### src/rtl/vna_pkg.sv
// ----------------------------------------------------------------------------
// vna_pkg
// Shared types and constants for the vertex normal accumulator.
// ----------------------------------------------------------------------------
package vna_pkg;

  // default sizes
  localparam int DEF_MAX_VERTICES = 1024;
  localparam int DEF_SUM_WIDTH    = 24;

  // fixed field widths
  localparam int IDX_W = 10;
  localparam int POS_W = 16;
  localparam int NRM_W = 16;
  // cross product and sign-extended sums (magnitude up to 2^34)
  localparam int VEC_W = 35;
  // magnitude limit before squaring
  localparam int MAG_W = 31;
  // unit length in Q1.14
  localparam int NRM_ONE = 16384;

  // request codes
  typedef enum logic [1:0] {
    OP_WRITE = 2'd0,
    OP_TRI   = 2'd1,
    OP_READ  = 2'd2,
    OP_CLEAR = 2'd3
  } op_t;

  // result of the normalising unit
  typedef struct packed {
    logic signed [NRM_W-1:0] nx;
    logic signed [NRM_W-1:0] ny;
    logic signed [NRM_W-1:0] nz;
    logic                    zero;
  } norm_res_t;

endpackage

### src/rtl/vna_norm.sv
// ----------------------------------------------------------------------------
// vna_norm
// Sequential vector normaliser: pre-shift, sum of squares, bit-pair integer
// square root, then a restoring divide per component to Q1.14.
// ----------------------------------------------------------------------------
module vna_norm (
  input  logic                             clk,
  input  logic                             rst,
  input  logic                             start,
  input  logic signed [vna_pkg::VEC_W-1:0] vec [3],
  output logic                             done,
  output vna_pkg::norm_res_t               res
);

  localparam int VW = vna_pkg::VEC_W;
  localparam int MW = vna_pkg::MAG_W;
  localparam int NW = vna_pkg::NRM_W;
  localparam int QW = NW - 1;
  localparam logic [QW-1:0] Q_ONE = QW'(vna_pkg::NRM_ONE);

  typedef enum logic [6:0] {
    N_IDLE  = 7'b0000001,
    N_SHIFT = 7'b0000010,
    N_SQ    = 7'b0000100,
    N_SQRT  = 7'b0001000,
    N_DSET  = 7'b0010000,
    N_DIV   = 7'b0100000,
    N_DONE  = 7'b1000000
  } nstate_t;

  nstate_t state;

  logic [VW-1:0]          mag [3];
  logic                   neg [3];
  logic [VW-1:0]          mag_in [3];
  logic                   all_zero;
  logic                   mag_big;
  logic [1:0]             cnt;
  logic [MW-1:0]          sq_op;
  logic [2*MW-1:0]        prod;
  logic [63:0]            sq;
  logic [63:0]            xr;
  logic [63:0]            rt;
  logic [63:0]            bitv;
  logic [63:0]            rt_try;
  logic                   rt_ge;
  logic [63:0]            rt_next;
  logic [31:0]            len;
  logic [1:0]             comp;
  logic [45:0]            num;
  logic [31:0]            rem;
  logic [QW-1:0]          nlo;
  logic [QW-1:0]          quo;
  logic [QW-1:0]          quo_next;
  logic [QW-1:0]          quo_clamp;
  logic [3:0]             dcnt;
  logic [32:0]            rem2;
  logic                   div_ge;
  logic signed [NW-1:0]   nres [3];
  logic signed [NW-1:0]   nval;
  logic                   zero;

  // magnitudes of the incoming vector
  always_comb begin
    all_zero = 1'b1;
    for (int i = 0; i < 3; i++) begin
      mag_in[i] = vec[i][VW-1] ? VW'(-vec[i]) : VW'(vec[i]);
      if (vec[i] != '0) all_zero = 1'b0;
    end
  end

  // any magnitude still at or above 2^31
  always_comb begin
    mag_big = 1'b0;
    for (int i = 0; i < 3; i++) begin
      if (mag[i][VW-1:MW] != '0) mag_big = 1'b1;
    end
  end

  // squaring operand
  always_comb begin
    unique case (cnt)
      2'd0:    sq_op = mag[0][MW-1:0];
      2'd1:    sq_op = mag[1][MW-1:0];
      2'd2:    sq_op = mag[2][MW-1:0];
      default: sq_op = '0;
    endcase
  end

  // one square root step per cycle
  always_comb begin
    rt_try  = rt + bitv;
    rt_ge   = (xr >= rt_try);
    rt_next = rt_ge ? ((rt >> 1) + bitv) : (rt >> 1);
  end

  // one quotient bit per cycle
  always_comb begin
    num       = {1'b0, mag[comp][MW-1:0], 14'b0} + {15'b0, len[31:1]};
    rem2      = {rem, nlo[QW-1]};
    div_ge    = (rem2 >= {1'b0, len});
    quo_next  = {quo[QW-2:0], div_ge};
    quo_clamp = (quo_next > Q_ONE) ? Q_ONE : quo_next;
    nval      = neg[comp] ? NW'(-{1'b0, quo_clamp}) : NW'({1'b0, quo_clamp});
  end

  // sequencer
  always_ff @(posedge clk) begin
    if (rst) begin
      state <= N_IDLE;
      done  <= 1'b0;
    end else begin
      done <= 1'b0;
      unique case (state)
        N_IDLE: begin
          if (start) begin
            for (int i = 0; i < 3; i++) begin
              mag[i]  <= mag_in[i];
              neg[i]  <= vec[i][VW-1];
              nres[i] <= '0;
            end
            zero  <= all_zero;
            state <= all_zero ? N_DONE : N_SHIFT;
          end
        end
        N_SHIFT: begin
          if (mag_big) begin
            for (int i = 0; i < 3; i++) mag[i] <= mag[i] >> 1;
          end else begin
            cnt   <= '0;
            sq    <= '0;
            state <= N_SQ;
          end
        end
        N_SQ: begin
          prod <= sq_op * sq_op;
          sq   <= sq + ((cnt == 2'd0) ? 64'd0 : 64'(prod));
          cnt  <= cnt + 2'd1;
          if (cnt == 2'd3) begin
            xr    <= sq + 64'(prod);
            rt    <= '0;
            bitv  <= 64'h4000_0000_0000_0000;
            state <= N_SQRT;
          end
        end
        N_SQRT: begin
          if (rt_ge) xr <= xr - rt_try;
          rt   <= rt_next;
          bitv <= bitv >> 2;
          if (bitv[0]) begin
            len   <= (rt_next[31:0] == '0) ? 32'd1 : rt_next[31:0];
            comp  <= '0;
            state <= N_DSET;
          end
        end
        N_DSET: begin
          rem   <= {1'b0, num[45:QW]};
          nlo   <= num[QW-1:0];
          quo   <= '0;
          dcnt  <= '0;
          state <= N_DIV;
        end
        N_DIV: begin
          rem  <= div_ge ? 32'(rem2 - {1'b0, len}) : rem2[31:0];
          nlo  <= nlo << 1;
          quo  <= quo_next;
          dcnt <= dcnt + 4'd1;
          if (dcnt == 4'(QW - 1)) begin
            nres[comp] <= nval;
            comp       <= comp + 2'd1;
            state      <= (comp == 2'd2) ? N_DONE : N_DSET;
          end
        end
        N_DONE: begin
          done  <= 1'b1;
          state <= N_IDLE;
        end
        default: state <= N_IDLE;
      endcase
    end
  end

  assign res.nx   = nres[0];
  assign res.ny   = nres[1];
  assign res.nz   = nres[2];
  assign res.zero = zero;

endmodule

### config.mk
export PLATFORM = sky130hd
export DESIGN_NAME = vna_norm
export DESIGN_NICKNAME = d
export VERILOG_FILES = /design/src/rtl/vna_pkg.sv /design/src/rtl/vna_norm.sv
export SDC_FILE = /design/constraint.sdc
export NUM_CORES = 2
export LEC_CHECK = 0
export ABC_AREA = 1
export BUFFER_PORTS_ARGS = -buffer_cell sky130_fd_sc_hd__buf_2
export CORE_UTILIZATION = 45
export CTS_BUF_LIST = sky130_fd_sc_hd__clkbuf_8
export CTS_CLUSTER_DIAMETER = 40
export DETAILED_ROUTE_END_ITERATION = 12
export SLEW_MARGIN = 20
export SYNTH_ARGS = -nofsm -noshare
export SYNTH_HDL_FRONTEND = slang
export SYNTH_SLANG_ARGS = --single-unit
export TNS_END_PERCENT = 50
### constraint.sdc
create_clock -name clk -period 22.2 [get_ports clk]
set_input_delay 3.33 -clock clk [delete_from_list [all_inputs] [get_ports clk]]
set_output_delay 3.33 -clock clk [all_outputs]
set_load 0.02 [all_outputs]
==> impl_metrics.csv <==
group,metric,value,unit
outcome,status,"complete, but fails checks",
outcome,violations,"DRC",
sta,fin_skew,0.06628,ns
yosys,ys_seq_area_share,22.05,%
clocking,cts_tree,"done",
yosys,synth_ff_type,"edfxtp_1",
setup_path,critical-path-top-delay-family,"adder cells",
yosys,synth_edf_count,543,
setup_path,max_stage_delay,0.72,ns
sta,rsz0062_at_grt,"false",
yosys,syn-num-nets,11329,
place,gp_congestion,0.9778,
clocking,post-cts-setup-buffer-count,0,
route,vias,67710,
layout,fill_cells,16615,
clocking,cts.path.max_buffers,3,
setup_path,path_class,"flip-flop to flip-flop",
floorplanning,num_rows,149,
grt,grt_max_degree,103,
sta,finalSetupTns,0,ns
route,post_drt_wl_per_cell,21.23,microns
route,routed_via_density,5.485,
floorplanning,pin_count,158,
place,hpwl,215600,microns
clocking,path_clk_slew,0.06,ns
floorplanning,dieArea,0.1680,sq mm
clocking,numCtsBuffers,131,
yosys,ys_warn_count,0,
yosys,yosysTopAreaCell,"edfxtp_1",
clocking,cts_hold_buf,0,
grt,track_usage,31.21,%
clocking,cts.sinks,553,
layout,multiInputGateArea,0.05035,sq mm
floorplanning,dieHeight,409.9,microns
yosys,async_flop_share,0,%
floorplanning,die_x,409.9,microns
yosys,ys_ff_latch,553,
setup_path,worstPathArrival,10.74,ns
clocking,ctsHtreeMaxLevel,4,
grt,grt_pass1_wl,402100,microns
clocking,clk_latency,0.87,ns
yosys,syn_inst,9894,
sta,fin_crit_sh,45.73,%
sta,max_slew.worst_pin.slew,1.139,ns
setup_path,worst-path-buf-inv,6,
yosys,syn_area_per_cell,7.567,sq um
yosys,synth_area,0.07487,sq mm
layout,drive_above_1_share,4.945,%
setup_path,crit_top_cell,"fa_1",
layout,nNetsFinal,11482,
run,drv_cap,0,
grt,first_global_vias,67907,
setup_path,critPathCaptureType,"flip-flop",
yosys,synth_cell_type_count,63,
route,first_pass_iters,11,
sta,max_freq,0.09849,GHz
setup_path,cpMaxStageDelayCell,"nand2_1",
route,postRouteWirelength,262100,microns
sta,holdWs,0.5275,ns
route,ant_nets,0,
route,drc_errors,4,
floorplanning,initial_core_util,45.38,%
route,drt-initial-drc-count,6233,
grt,antenna_found_initial,8,
layout,areaGrowthSynthToFinish,8.308,%
sta,slew_headroom,23.87,%
floorplanning,coreArea,0.1650,sq mm
yosys,yosys.area.top_type_share,21.78,%
sta,hold_viol,0,
setup_path,required,22.79,ns
yosys,netlist_top_cells_area,"edfxtp_1 (22%), fa_1 (20%), inv_1 (9.6%)",
min_path,min_path_type,"flip-flop to flip-flop",
clocking,cts-root-buf,"clkbuf_8",
setup_path,crit_fanout,31,
sta,drv_slew,0,
setup_path,critPathLaunchType,"flip-flop",
sta,fin_crit,10.15,ns
clocking,cts_resized,0,
sta,setup_viol,0,
grt,grt-ovfl-total,0,
place,io_buffers,157,
layout,seq_area,0.01651,sq mm
## cell type report
cell class | instances | area share [%]
Multi-Input combinational cell | 7201 | 62.09
Sequential cell | 553 | 20.36
Inverter | 1940 | 8.984
Tap cell | 2189 | 3.378
Clock buffer | 134 | 2.274
Timing Repair Buffer | 220 | 1.568
Clock inverter | 104 | 1.336
Antenna cell | 4 | 0.01234
## kinds of logic (layout without fill, tap and decap cells)
logic type,count (synthesis),in the layout,share of synthesized area [%]
simple gates,3818,3818,20.78
buf+inv,2140,2398,10.82
compound gates,1736,1736,12.89
fa+ha+maj,1327,1327,29.74
flops,553,553,22.05
xor+xnor,318,318,3.720
other cells,2,6,0.01003
## synth_stat cells (61+ instances only)
master    instances
a21o_1           61
a21oi_1         684
a31oi_1          84
clkbuf_1        143
edfxtp_1        543
fa_1            754
ha_1            573
inv_1          1924
nand2_1        1834
nand3_1         287
nand4_1          99
nor2_1         1355
nor3_1          100
o21ai_0         629
xnor2_1         103
xor2_1          215
## through the flow
step | cells | instance area (sq um) | worst slack [ns] | util [%]
final | 12345 | 81090 | 12.05 | 49.15
after global routing | 12343 | 81080 | 11.77 | 49.14
after CTS | 12341 | 81070 | 12.23 | 49.14
after detailed placement | 12103 | 78140 | 12.26 | 47.36
after global placement | 12103 | 78140 | 11.83 | 47.36
after floorplan | 9894 | 74870 | 11.46 | -
## layout by cell type (no fill, tap or decap), types with 134 or more instances in the layout
cell / Yosys / routed
inv_1: 1924 / 1942
nand2_1: 1834 / 1830
nor2_1: 1355 / 1350
fa_1: 754 / 754
a21oi_1: 684 / 684
o21ai_0: 629 / 629
ha_1: 573 / 572
edfxtp_1: 543 / 543
nand3_1: 287 / 287
xor2_1: 215 / 215
buf_2: 26 / 157
clkbuf_8: 0 / 134
## routing by layer
| layer | vias up | part of all wire (%) | global-route usage [%] | wire length (microns) |
|---|---|---|---|---|
| met5 | - | 0.018 | 0 | 46 |
| li1 | 32080 | - | - | - |
| met3 | 470 | 7.3 | 4.605 | 19130 |
| met2 | 2568 | 45 | 49.54 | 117700 |
| met1 | 32586 | 44 | 43.31 | 115500 |
| met4 | 6 | 3.7 | 10.89 | 9732 |
## registers in the layout, indices dropped and copies added, names as in the netlist, 48 cells and up, named ones only
register	count
sq	64
mag	105
prod	61
rt	64
xr	64
nres	48
## worst paths after layout
path / endpoint / depth (start not counted) / from / slack (ns)
setup reg to reg: prod[56] / 29 / cnt[0] / 12.05
hold / removal: nlo[6] / 2 / nlo[5] / 0.53
hold reg to reg: nlo[6] / 2 / nlo[5] / 0.53
setup / recovery: prod[56] / 29 / cnt[0] / 12.05
## worst min-delay path, cell delays in order (launching register included)
cell and delay (ns):
edfxtp_1 0.32, nand2_1 0.05, o21ai_0 0.05
Power is not shown: default switching activity piles up to over one toggle a cycle in this logic, so the estimate is an artifact.
